**src/design/bkoff_pkg.sv**
```systemverilog
// Shared types and codes for the reconnect backoff scheduler.
`default_nettype none

package bkoff_pkg;

  // Event codes carried in the opcode field
  localparam logic [1:0] OP_START = 2'd0;
  localparam logic [1:0] OP_FAIL  = 2'd1;
  localparam logic [1:0] OP_LOGIN = 2'd2;

  // Register indexes, byte address 4*index
  localparam logic [1:0] REG_HB_INTERVAL = 2'd0;
  localparam logic [1:0] REG_FAST_RETRY  = 2'd1;
  localparam logic [1:0] REG_FAST_WINDOW = 2'd2;

  localparam int unsigned AddrWidth = 4;
  localparam int unsigned DataWidth = 32;

  typedef struct packed {
    logic [1:0]  opcode;
    logic [31:0] now_ms;
    logic [31:0] random_word;
    logic        draining;
  } in_item_t;

  typedef struct packed {
    logic        scheduled;
    logic [31:0] delay_ms;
    logic        fast_mode;
    logic        unreachable;
  } out_item_t;

  // Programmed registers plus the values derived from the interval
  typedef struct packed {
    logic [11:0] heartbeat_interval_s;
    logic [15:0] fast_retry_ms;
    logic [19:0] fast_window_ms;
    logic [31:0] heartbeat_ms;
    logic [31:0] cap_ms;
    logic [31:0] seed_ms;
  } cfg_t;

endpackage : bkoff_pkg

`default_nettype wire

```
**src/design/reconnect_backoff_scheduler.sv**
```systemverilog
// Top level of the reconnect backoff scheduler: event sequencer and state.
// Usage:
//   Input channel (in_valid_i/in_ready_o, in_item_i) takes one start, failure or
//   login event; each event yields exactly one item on the output channel
//   (out_valid_o/out_ready_i, out_item_o), in order.
//   Configuration is written through the APB port (interval, fast retry,
//   fast window at byte addresses 0, 4 and 8); pready is always high.
// Timing:
//   One event is in flight at a time. Start, login, drained or fast-retry
//   events pass through the EVAL and PUSH states to the output register. A failure
//   with a nonzero backoff runs the jitter remainder through a bit-serial
//   divider, one bit per cycle, in the DIV state between EVAL and PUSH.
// Reset:
//   Registers return to interval 10 s, fast retry 50 ms, window 5000 ms;
//   backoff, login flag and window deadline clear to zero.
// Stalls:
//   A finished item waits in the output register while the next event is
//   accepted and processed; the following result holds until it drains.
`default_nettype none

module reconnect_backoff_scheduler #(
  parameter int unsigned BACKOFF_MAX_MS     = 60000,
  parameter int unsigned BACKOFF_INITIAL_MS = 1000
) (
  input  wire logic                            clk_i,
  input  wire logic                            rst_ni,
  input  wire logic                            in_valid_i,
  output logic                                 in_ready_o,
  input  wire bkoff_pkg::in_item_t             in_item_i,
  output logic                                 out_valid_o,
  input  wire logic                            out_ready_i,
  output bkoff_pkg::out_item_t                 out_item_o,
  input  wire logic                            psel,
  input  wire logic                            penable,
  input  wire logic                            pwrite,
  input  wire logic [bkoff_pkg::AddrWidth-1:0] paddr,
  input  wire logic [bkoff_pkg::DataWidth-1:0] pwdata,
  output logic      [bkoff_pkg::DataWidth-1:0] prdata,
  output logic                                 pready
);
  import bkoff_pkg::*;

  typedef enum logic [1:0] {
    ST_IDLE,
    ST_EVAL,
    ST_DIV,
    ST_PUSH
  } state_e;

  state_e    state_q;
  cfg_t      cfg;
  in_item_t  item_q;
  out_item_t res_q, out_q, eval_res;
  logic      out_valid_q;
  logic [31:0] backoff_q, deadline_q;
  logic        logged_q;

  logic        is_fail, in_window, fast_hit, div_start, div_done, out_load;
  logic [31:0] deadline_new, diff, backoff_grow;
  logic [32:0] backoff_x2, jitter_sum;
  logic [30:0] divisor, rem;

  bkoff_regs #(
    .BACKOFF_MAX_MS    (BACKOFF_MAX_MS),
    .BACKOFF_INITIAL_MS(BACKOFF_INITIAL_MS)
  ) u_regs (
    .clk_i  (clk_i),
    .rst_ni (rst_ni),
    .psel   (psel),
    .penable(penable),
    .pwrite (pwrite),
    .paddr  (paddr),
    .pwdata (pwdata),
    .prdata (prdata),
    .pready (pready),
    .cfg_o  (cfg)
  );

  always_comb begin
    is_fail      = (item_q.opcode == OP_FAIL) && !item_q.draining;
    in_window    = !logged_q && (cfg.fast_window_ms != '0);
    deadline_new = item_q.now_ms + 32'(cfg.fast_window_ms);
    diff         = deadline_q - item_q.now_ms;
    // an unstarted window always yields a positive distance to its new deadline
    fast_hit     = in_window && ((deadline_q == '0) || ((diff != '0) && !diff[31]));
    backoff_x2   = {backoff_q, 1'b0};
    if (backoff_q < cfg.cap_ms) begin
      backoff_grow = (backoff_x2 > {1'b0, cfg.cap_ms}) ? cfg.cap_ms : backoff_x2[31:0];
    end else begin
      backoff_grow = backoff_q;
    end
    divisor      = {1'b0, backoff_q[31:2]} + 31'd1;
    div_start    = (state_q == ST_EVAL) && is_fail && !fast_hit && (backoff_q != '0);
    jitter_sum   = {1'b0, res_q.delay_ms} + 33'(rem);
    out_load     = (state_q == ST_PUSH) && (!out_valid_q || out_ready_i);
    eval_res     = '0;
    unique case (item_q.opcode)
      OP_LOGIN: begin
        if (!item_q.draining) begin
          eval_res.scheduled = 1'b1;
          eval_res.delay_ms  = cfg.heartbeat_ms;
        end
      end
      OP_FAIL: begin
        if (is_fail) begin
          eval_res.scheduled = 1'b1;
          if (fast_hit) begin
            eval_res.delay_ms  = 32'(cfg.fast_retry_ms);
            eval_res.fast_mode = 1'b1;
          end else begin
            eval_res.delay_ms    = backoff_q;
            eval_res.unreachable = in_window;
          end
        end
      end
      default: ;
    endcase
  end

  bkoff_rem u_rem (
    .clk_i     (clk_i),
    .rst_ni    (rst_ni),
    .start_i   (div_start),
    .dividend_i(item_q.random_word),
    .divisor_i (divisor),
    .done_o    (div_done),
    .rem_o     (rem)
  );

  always_ff @(posedge clk_i or negedge rst_ni) begin
    if (!rst_ni) begin
      state_q     <= ST_IDLE;
      out_valid_q <= 1'b0;
      backoff_q   <= '0;
      deadline_q  <= '0;
      logged_q    <= 1'b0;
      item_q      <= '0;
      res_q       <= '0;
      out_q       <= '0;
    end else begin
      if (out_load) begin
        out_valid_q <= 1'b1;
      end else if (out_ready_i) begin
        out_valid_q <= 1'b0;
      end
      unique case (state_q)
        ST_IDLE: begin
          if (in_valid_i) begin
            item_q  <= in_item_i;
            state_q <= ST_EVAL;
          end
        end
        ST_EVAL: begin
          res_q   <= eval_res;
          state_q <= div_start ? ST_DIV : ST_PUSH;
          unique case (item_q.opcode)
            OP_START: begin
              backoff_q  <= cfg.seed_ms;
              logged_q   <= 1'b0;
              deadline_q <= '0;
            end
            OP_LOGIN: begin
              backoff_q  <= cfg.seed_ms;
              logged_q   <= 1'b1;
              deadline_q <= '0;
            end
            OP_FAIL: begin
              if (is_fail) begin
                if (fast_hit) begin
                  if (deadline_q == '0) begin
                    deadline_q <= deadline_new;
                  end
                end else begin
                  backoff_q <= backoff_grow;
                end
              end
            end
            default: ;
          endcase
        end
        ST_DIV: begin
          if (div_done) begin
            res_q.delay_ms <= jitter_sum[32] ? '1 : jitter_sum[31:0];
            state_q        <= ST_PUSH;
          end
        end
        ST_PUSH: begin
          // load once the output register is free or draining this cycle
          if (out_load) begin
            out_q   <= res_q;
            state_q <= ST_IDLE;
          end
        end
        default: state_q <= ST_IDLE;
      endcase
    end
  end

  assign in_ready_o  = (state_q == ST_IDLE);
  assign out_valid_o = out_valid_q;
  assign out_item_o  = out_q;

`ifndef SYNTHESIS
  a_no_early_result: assert property (@(posedge clk_i) disable iff (!rst_ni)
    (in_valid_i && in_ready_o) |=> !$rose(out_valid_q))
    else $error("result appeared before the event was evaluated");
  a_done_in_div: assert property (@(posedge clk_i) disable iff (!rst_ni)
    div_done |-> (state_q == ST_DIV)) else $error("remainder done outside divide state");
  a_idle_unsched: assert property (@(posedge clk_i) disable iff (!rst_ni)
    out_valid_q |-> (out_q.scheduled || (out_q.delay_ms == '0 && !out_q.fast_mode)))
    else $error("unscheduled result carries a delay");
  a_fast_excl: assert property (@(posedge clk_i) disable iff (!rst_ni)
    (out_valid_q && out_q.fast_mode) |-> (out_q.scheduled && !out_q.unreachable))
    else $error("fast retry flagged unreachable");
`endif

endmodule : reconnect_backoff_scheduler

`default_nettype wire

```
**src/design/bkoff_regs.sv**
```systemverilog
// Configuration registers with APB access and derived interval values.
`default_nettype none

module bkoff_regs #(
  parameter int unsigned BACKOFF_MAX_MS     = 60000,
  parameter int unsigned BACKOFF_INITIAL_MS = 1000
) (
  input  wire logic                               clk_i,
  input  wire logic                               rst_ni,
  input  wire logic                               psel,
  input  wire logic                               penable,
  input  wire logic                               pwrite,
  input  wire logic [bkoff_pkg::AddrWidth-1:0]    paddr,
  input  wire logic [bkoff_pkg::DataWidth-1:0]    pwdata,
  output logic      [bkoff_pkg::DataWidth-1:0]    prdata,
  output logic                                    pready,
  output bkoff_pkg::cfg_t                         cfg_o
);
  import bkoff_pkg::*;

  logic [11:0] hb_q;
  logic [15:0] fr_q;
  logic [19:0] fw_q;
  logic [31:0] hb_ms_q, cap_q, seed_q;
  logic [31:0] hb_ms_d, hb_cap_d, cap_d, seed_d;
  logic        wr_en;
  logic [1:0]  reg_idx;

  assign pready  = 1'b1;
  assign wr_en   = psel && penable && pwrite && pready;
  assign reg_idx = paddr[AddrWidth-1:2];

  always_comb begin
    hb_ms_d  = 32'(hb_q) * 32'd1000;
    hb_cap_d = 32'(hb_q) * 32'd10000;
    cap_d    = (hb_cap_d < 32'(BACKOFF_MAX_MS)) ? hb_cap_d : 32'(BACKOFF_MAX_MS);
    seed_d   = (hb_ms_d < 32'(BACKOFF_INITIAL_MS)) ? hb_ms_d : 32'(BACKOFF_INITIAL_MS);
  end

  always_ff @(posedge clk_i or negedge rst_ni) begin
    if (!rst_ni) begin
      hb_q    <= 12'd10;
      fr_q    <= 16'd50;
      fw_q    <= 20'd5000;
      hb_ms_q <= '0;
      cap_q   <= '0;
      seed_q  <= '0;
    end else begin
      hb_ms_q <= hb_ms_d;
      cap_q   <= cap_d;
      seed_q  <= seed_d;
      if (wr_en) begin
        unique case (reg_idx)
          REG_HB_INTERVAL: hb_q <= pwdata[11:0];
          REG_FAST_RETRY:  fr_q <= pwdata[15:0];
          REG_FAST_WINDOW: fw_q <= pwdata[19:0];
          default: ;
        endcase
      end
    end
  end

  always_comb begin
    unique case (reg_idx)
      REG_HB_INTERVAL: prdata = 32'(hb_q);
      REG_FAST_RETRY:  prdata = 32'(fr_q);
      REG_FAST_WINDOW: prdata = 32'(fw_q);
      default:         prdata = '0;
    endcase
  end

  assign cfg_o = '{heartbeat_interval_s: hb_q, fast_retry_ms: fr_q, fast_window_ms: fw_q,
                   heartbeat_ms: hb_ms_q, cap_ms: cap_q, seed_ms: seed_q};

endmodule : bkoff_regs

`default_nettype wire

```
**src/design/bkoff_rem.sv**
```systemverilog
// Bit-serial restoring remainder unit, one dividend bit per cycle.
`default_nettype none

module bkoff_rem (
  input  wire logic        clk_i,
  input  wire logic        rst_ni,
  input  wire logic        start_i,
  input  wire logic [31:0] dividend_i,
  input  wire logic [30:0] divisor_i,
  output logic             done_o,
  output logic      [30:0] rem_o
);

  logic        busy_q, done_q;
  logic [4:0]  cnt_q;
  logic [31:0] shift_q;
  logic [30:0] rem_q, div_q;
  logic [32:0] trial;

  // Partial remainder with the next dividend bit shifted in, less the divisor
  assign trial = {1'b0, rem_q, shift_q[31]} - {2'b00, div_q};

  always_ff @(posedge clk_i or negedge rst_ni) begin
    if (!rst_ni) begin
      busy_q  <= 1'b0;
      done_q  <= 1'b0;
      cnt_q   <= '0;
      shift_q <= '0;
      rem_q   <= '0;
      div_q   <= '0;
    end else begin
      done_q <= 1'b0;
      if (start_i) begin
        busy_q  <= 1'b1;
        cnt_q   <= '0;
        shift_q <= dividend_i;
        rem_q   <= '0;
        div_q   <= divisor_i;
      end else if (busy_q) begin
        // keep the trial difference unless it went negative
        rem_q   <= trial[32] ? {rem_q[29:0], shift_q[31]} : trial[30:0];
        shift_q <= {shift_q[30:0], 1'b0};
        cnt_q   <= cnt_q + 5'd1;
        if (cnt_q == 5'd31) begin
          busy_q <= 1'b0;
          done_q <= 1'b1;
        end
      end
    end
  end

  assign done_o = done_q;
  assign rem_o  = rem_q;

`ifndef SYNTHESIS
  a_start_idle: assert property (@(posedge clk_i) disable iff (!rst_ni)
    start_i |-> !busy_q) else $error("remainder unit started while busy");
  a_last_done: assert property (@(posedge clk_i) disable iff (!rst_ni)
    (busy_q && cnt_q == 5'd31 && !start_i) |=> done_q)
    else $error("remainder unit missed its done pulse");
  a_done_rem_below: assert property (@(posedge clk_i) disable iff (!rst_ni)
    done_q |-> (rem_q < div_q)) else $error("remainder not below divisor");
`endif

endmodule : bkoff_rem

`default_nettype wire
```
**config.mk**
```make
export PLATFORM = sky130hd
export DESIGN_NAME = reconnect_backoff_scheduler
export DESIGN_NICKNAME = d
export VERILOG_FILES = /design/src/design/bkoff_pkg.sv /design/src/design/reconnect_backoff_scheduler.sv /design/src/design/bkoff_regs.sv /design/src/design/bkoff_rem.sv
export SDC_FILE = /design/constraint.sdc
export NUM_CORES = 1
export LEC_CHECK = 0
export BUFFER_PORTS_ARGS = -buffer_cell sky130_fd_sc_hd__buf_2
export CORE_MARGIN = 1
export CORE_UTILIZATION = 55
export DETAILED_ROUTE_END_ITERATION = 10
export GPL_TIMING_DRIVEN = 0
export PLACE_DENSITY_LB_ADDON = 0.3
export SYNTH_ARGS = -nofsm -noshare
export SYNTH_HDL_FRONTEND = slang
export SYNTH_SLANG_ARGS = --single-unit
```
**constraint.sdc**
```tcl
create_clock -name clk_i -period 13.9 [get_ports clk_i]
set_clock_uncertainty 0.15 [all_clocks]
set_input_delay 0 -clock clk_i [delete_from_list [all_inputs] [get_ports clk_i]]
set_output_delay 0 -clock clk_i [all_outputs]
set_load 0.005 [all_outputs]
```
Word level (Yosys, flattened, before mapping)
Cells that the tools add are included.
{"block": "totals", "regBits": 437, "inputBits": 110, "output_inout_bits": 70, "word_cells": 140}
{"block": "classes", "addsub": 6, "mul": 2, "magnitude_cmp": 4, "n_eq_ne": 16, "mux": 43, "reduce_logical": 40}
{"operator": "2-to-1 mux 32 bit", "n": 12}
{"operator": "one-hot mux 32 bit (2 select lines)", "n": 3}
{"operator": "2-to-1 mux 31 bit", "n": 3}
{"operator": "one-hot mux 33 bit (2 select lines)", "n": 1}
{"operator": "nonzero test 32 bit", "n": 2}
{"operator": "one-hot mux 20 bit (3 select lines)", "n": 1}
{"operator": "2-to-1 mux 35 bit", "n": 1}
{"operator": "adder 32 x 31 -> 33 bit", "n": 1}
{"operator": "greater-than comparator 33 x 32 -> 1 bit", "n": 1}
{"operator": "2-to-1 mux 33 bit", "n": 1}
{"operator": "subtractor 32 x 31 -> 33 bit", "n": 1}
{"operator": "adder 32 x 20 -> 32 bit", "n": 1}
{"operator": "logical NOT 32 bit", "n": 1}
{"operator": "less-than comparator 32 bit", "n": 1}
{"operator": "subtractor 32 bit", "n": 1}
{"operator": "adder 30 x 1 -> 31 bit (second input constant)", "n": 1}
{"operator": "less-than comparator 26 x 16 -> 1 bit (second input constant)", "n": 1}
{"operator": "2-to-1 mux 26 bit", "n": 1}
{"operator": "less-than comparator 22 x 10 -> 1 bit (second input constant)", "n": 1}
{"operator": "multiplier 12 x 10 -> 22 bit (second input constant)", "n": 1}
{"operator": "2-to-1 mux 22 bit", "n": 1}
{"operator": "nonzero test 20 bit", "n": 1}
{"operator": "multiplier 12 x 7 -> 19 bit (second input constant)", "n": 1}
{"operator": "AND reduction 2 bit", "n": 7}
{"operator": "other kinds (19)", "n": 65}

Depth between registers and ports, before layout
{"block": "depth", "word_depth": 10, "depth_mapped": 21, "ltp_nobuf": 20}

Hierarchy
From an unflattened synthesis, not the netlist that was laid out.
{"block": "hier_totals", "cells_unflattened": 3224, "area_unflattened_um2": 30354.1}
{"mod": "reconnect_backoff_scheduler", "n_inst": 1, "cells_each": 1785, "area_each_um2": 16308.1, "seq_area_each_um2": 5129.9}
{"mod": "bkoff_regs", "n_inst": 1, "cells_each": 760, "area_each_um2": 8034.0, "seq_area_each_um2": 2715.1}
{"mod": "bkoff_rem", "n_inst": 1, "cells_each": 679, "area_each_um2": 6012.0, "seq_area_each_um2": 2527.4}

Least setup slack after synthesis
OpenSTA, ideal clock, no wires.
{"block": "synth_timing", "path_kind": "register to register", "startpoint": "register u_regs.hb_q[1]", "endpoint": "register u_regs.seed_q[4]", "setup_ns": 0.068, "arrival_time_ns": 5.668, "t_required_ns": 13.682, "slack_ns": 8.013, "path_stages_with_launch": 20, "n_path_buf": 0, "synth_period_minus_slack_ns": 5.887, "cell_sequence": "dfstp_2 -> inv_1 -> fa_1 -> fa_1 -> inv_1 -> fa_1 -> inv_1 -> fa_1 -> inv_1 -> ha_1 -> o21ai_0 -> a21oi_1 -> o21a_1 -> nor2_1 -> xnor2_1 -> or4_1 -> or4_1 -> or4_1 -> nor4_1 -> and2_1"}
{"block": "synth_via", "elab_chain_cells": 3}
{"element": "from (decl)", "line": "bkoff_regs.sv:21", "rtl": "logic [11:0] hb_q;"}
{"element": "from (signal assigned)", "line": "bkoff_regs.sv:54", "rtl": "REG_HB_INTERVAL: hb_q <= pwdata[11:0];"}
{"element": "multiplier 12 x 7 -> 19 bit", "line": "bkoff_regs.sv:34", "rtl": "hb_ms_d = 32'(hb_q) * 32'd1000;"}
{"element": "net u_regs.hb_ms_d[12]", "line": "bkoff_regs.sv:25", "rtl": "logic [31:0] hb_ms_d, hb_cap_d, cap_d, seed_d;"}
{"element": "less-than comparator 22 x 10 -> 1 bit", "line": "bkoff_regs.sv:37", "rtl": "seed_d = (hb_ms_d < 32'(BACKOFF_INITIAL_MS)) ? hb_ms_d : 32'(BACKOFF_INITIAL_MS);"}
{"element": "2-to-1 mux 22 bit", "line": "bkoff_regs.sv:37"}
{"element": "net u_regs.seed_d[4]", "line": "bkoff_regs.sv:25"}
{"element": "to (signal assigned)", "line": "bkoff_regs.sv:47", "rtl": "seed_q <= '0;"}
{"element": "to (signal assigned)", "line": "bkoff_regs.sv:51", "rtl": "seed_q <= seed_d;"}
{"element": "to (decl)", "line": "bkoff_regs.sv:24", "rtl": "logic [31:0] hb_ms_q, cap_q, seed_q;"}
The timed path passes the listed nets, and every way through them passes these cells.
A chain may end at the register's enable or synchronous reset.

Worst setup path in the final report
{"block": "layout_timing", "startpoint": "register u_regs.hb_q[1]", "endpoint": "register u_regs.seed_q[8]"}
Same word-level chain as after synthesis.

==> impl_metrics.yaml <==
synthesis:
  avgSynthCellArea_um2: 9.98
  synth_common_cells: "dfrtp_1 (400), ha_1 (266), inv_1 (256)"
  yosysTopAreaCellShare: 0.348
  synth-seq-area-share: 0.357
  ys_ff_latch: 410
  synth_edf_count: 0
  async_reset_ff_frac: 1.00
  syn_area_um2: 28800
  synth_top_cell_by_area: "dfrtp_1"
  ys_types: 88
  synthFlopType: "dfrtp_1"
  yosysMostFrequentCell: "dfrtp_1"
  syn_inst: 2883
  yosys_warnings: 0
  synth.area.top_cells: "dfrtp_1 (35%), ha_1 (12%), mux2_2 (8.0%)"
run:
  cap_violations: 0
clock_tree:
  cts_made_buffers: 46
  cts_sinks: 410
  cts-htree-levels: 2
  holdBufCountCts: 134
  cts_tree: "built"
  cts_resized: 0
  cts-root-buf: "clkbuf_16"
  cts_buffer_depth: 3
  clk-insertion-delay-late_ns: 0.62
  cts_setup_buffers: 0
  clk_pin_slew_ns: 0.06
global_route:
  antenna_found_initial: 0
  grt_pass1_vias: 24374
  track_usage: 0.314
  grt_pass1_wl_um: 132000
  overflow: 0
  grt_start_max_net_pins: 126
route:
  routed_wirelength_um: 82300
  highest-signal-layer: "met4"
  dr.pass1.iters: 8
  via_per_inst: 5.96
  met3_wirelength_um: 5060
  dr.first_iter.drc_count: 1606
  drc: 2
  num_vias: 23634
  wl_per_cell_um: 20.8
  ant_nets: 0
  wl_met2_um: 39200
  met1_length_um: 34800
worst_setup_path:
  cpPeakStageDelay_ns: 0.85
  cp-end-kind: "flop"
  crit_start: "u_regs.hb_q[1]"
  critPathTopFamily: "adder cells"
  reg2reg_from: "u_regs.hb_q[1]"
  cp_data_required_time_ns: 14.17
  criticalPathCategory: "reg2reg"
  crit_path_top_delay_cell: "nor4_1"
  critPathLaunchType: "flop"
  path_cells: "inv_1 -> fa_1 -> fa_1 -> inv_1 -> fa_1 -> inv_1 -> fa_1 -> inv_1 -> ha_1 -> o21ai_0 -> a21oi_1 -> o211ai_1 -> a21oi_1 -> nor3_1 -> xnor2_1 -> or4_1 -> or4_1 -> nor4_1 -> nand2b_1"
  worst_ep_arrival_time_ns: 7.07
  crit_fanout: 9
  crit_buf_inv: 4
worst_hold_path:
  min_path_type: "in2reg"
  worstHoldStart: "in_item_i[35]"
sta:
  period_needed_ns: 6.81
  finalHoldViolCount: 0
  tns_ns: 0
  period_share: 0.490
  setup_violations: 0
  worst_pin_slew_ns: 1.10
  rsz0062_at_grt: "no"
  slew_headroom: 0.258
  report.final.slew_viol_count: 0
  max_freq_mhz: 147
run_status:
  outcome: "finished with violations"
  violations: "DRC"
die:
  die_area_um2: 53200
  start_util: 0.559
  io_pins: 180
  die_w_um: 231
  rows: 83
  die_h_um: 231
  fp.coreArea_um2: 51500
cells_and_area:
  stdcell_area_um2: 33400
  nets: 3683
  fin_cells: 3964
  drive_gt1_frac: 0.169
  fin_util: 0.649
  syn_to_final_growth_pct: 16.2
placement:
  placed_cell_area_um2: 30600
  portBuffers: 151
  dpl.cell_count: 3750
  dp_hpwl_um: 61400
  gp_congestion: 0.928
flip-flops by register name, indices dropped and copies added, names as in the netlist, 2 cells and up:
signal	cells
item_q	67
out_item_o	35
res_q	35
deadline_q	32
u_rem.shift_q	32
u_rem.rem_o	31
u_rem.div_q	30
backoff_q	29
u_regs.cap_q	22
u_regs.fw_q	20
u_regs.hb_ms_q	19
u_regs.seed_q	19
u_regs.fr_q	16
u_regs.hb_q	12
u_rem.cnt_q	5
state_q	2
path summary, 6_finish.rpt:
kind / to / slack [ns] / cells past startpoint
setup / recovery: u_regs.seed_q[8] / 7.09 / 19
hold / removal: item_q[35] / 0.005 / 3
setup reg to reg: u_regs.seed_q[8] / 7.09 / 19
hold reg to reg: u_rem.div_q[0] / 0.33 / 1
max in group asynchronous: u_regs.hb_q[11] / 12.07 / 5
min in group asynchronous: u_rem.div_q[12] / 0.35 / 4
cells in the final DEF (no fill, tap or decap), types with 42 or more instances in the layout:
cell and n:
inv_1 256, a211oi_1 42, clkbuf_1 82, a21oi_1 169
mux2i_1 73, dlygate4sd3_1 133, mux2_4 50, clkbuf_16 46
o21ai_0 138, nor2_1 182, buf_2 159, nand2_1 174
mux2_2 205, xor2_1 47, fa_1 55, dfrtp_1 400
nand3_1 51, xnor2_1 59, ha_1 266, nor3_1 44
per-stage QoR:
step	setup slack, ns	hold slack, ns
2_1_floorplan	8.01	-0.446
3_5_place_dp	7.20	-0.232
3_3_place_gp	4.77	0.0806
4_1_cts	7.14	0.000504
6_report	7.09	0.00505
5_1_grt	6.74	0.00567
final cells by class:
cell class,count,area [µm²]
Buffer,114,638
Inverter,256,961
Fill cell,4078,18100
Tap cell,680,851
Clock buffer,60,1240
Clock inverter,19,248
Sequential cell,410,10300
Multi-Input combinational cell,2136,17000
Timing Repair Buffer,288,2200
Antenna cell,1,2.50
per-layer routing:
metal | global-route usage | vias to the layer above
met2 | 0.523 | 816
met1 | 0.412 | 11597
met5 | 0 | -
li1 | - | 11026
met4 | 0.126 | 0
met3 | 0.0432 | 195
worst reg2reg max path, stage by stage (launching register included):
cell and delay [ns]:
dfstp_2 0.69, inv_1 0.19, fa_1 0.53, fa_1 0.52, inv_1 0.06, fa_1 0.50
inv_1 0.05, fa_1 0.51, inv_1 0.05, ha_1 0.30, o21ai_0 0.11, a21oi_1 0.15
o211ai_1 0.25, a21oi_1 0.14, nor3_1 0.24, xnor2_1 0.19, or4_1 0.55, or4_1 0.43
nor4_1 0.85, nand2b_1 0.16
cell families (layout without fill, tap and decap cells):
| family | after synthesis | after routing | share of synthesized area |
|---|---|---|---|
| adders and majority gates | 321 | 321 | 0.154 |
| other | 2 | 36 | 0.000261 |
| muxes | 332 | 332 | 0.133 |
| buffers and inverters | 370 | 737 | 0.0556 |
| and+or+nand+nor | 699 | 699 | 0.120 |
| xor gates and xnor gates | 106 | 106 | 0.0323 |
| AOI/OAI and AO/OA | 643 | 643 | 0.148 |
| DFF | 410 | 410 | 0.357 |
Power is not shown: default switching activity piles up to over one toggle a cycle in this logic, so the estimate is an artifact.
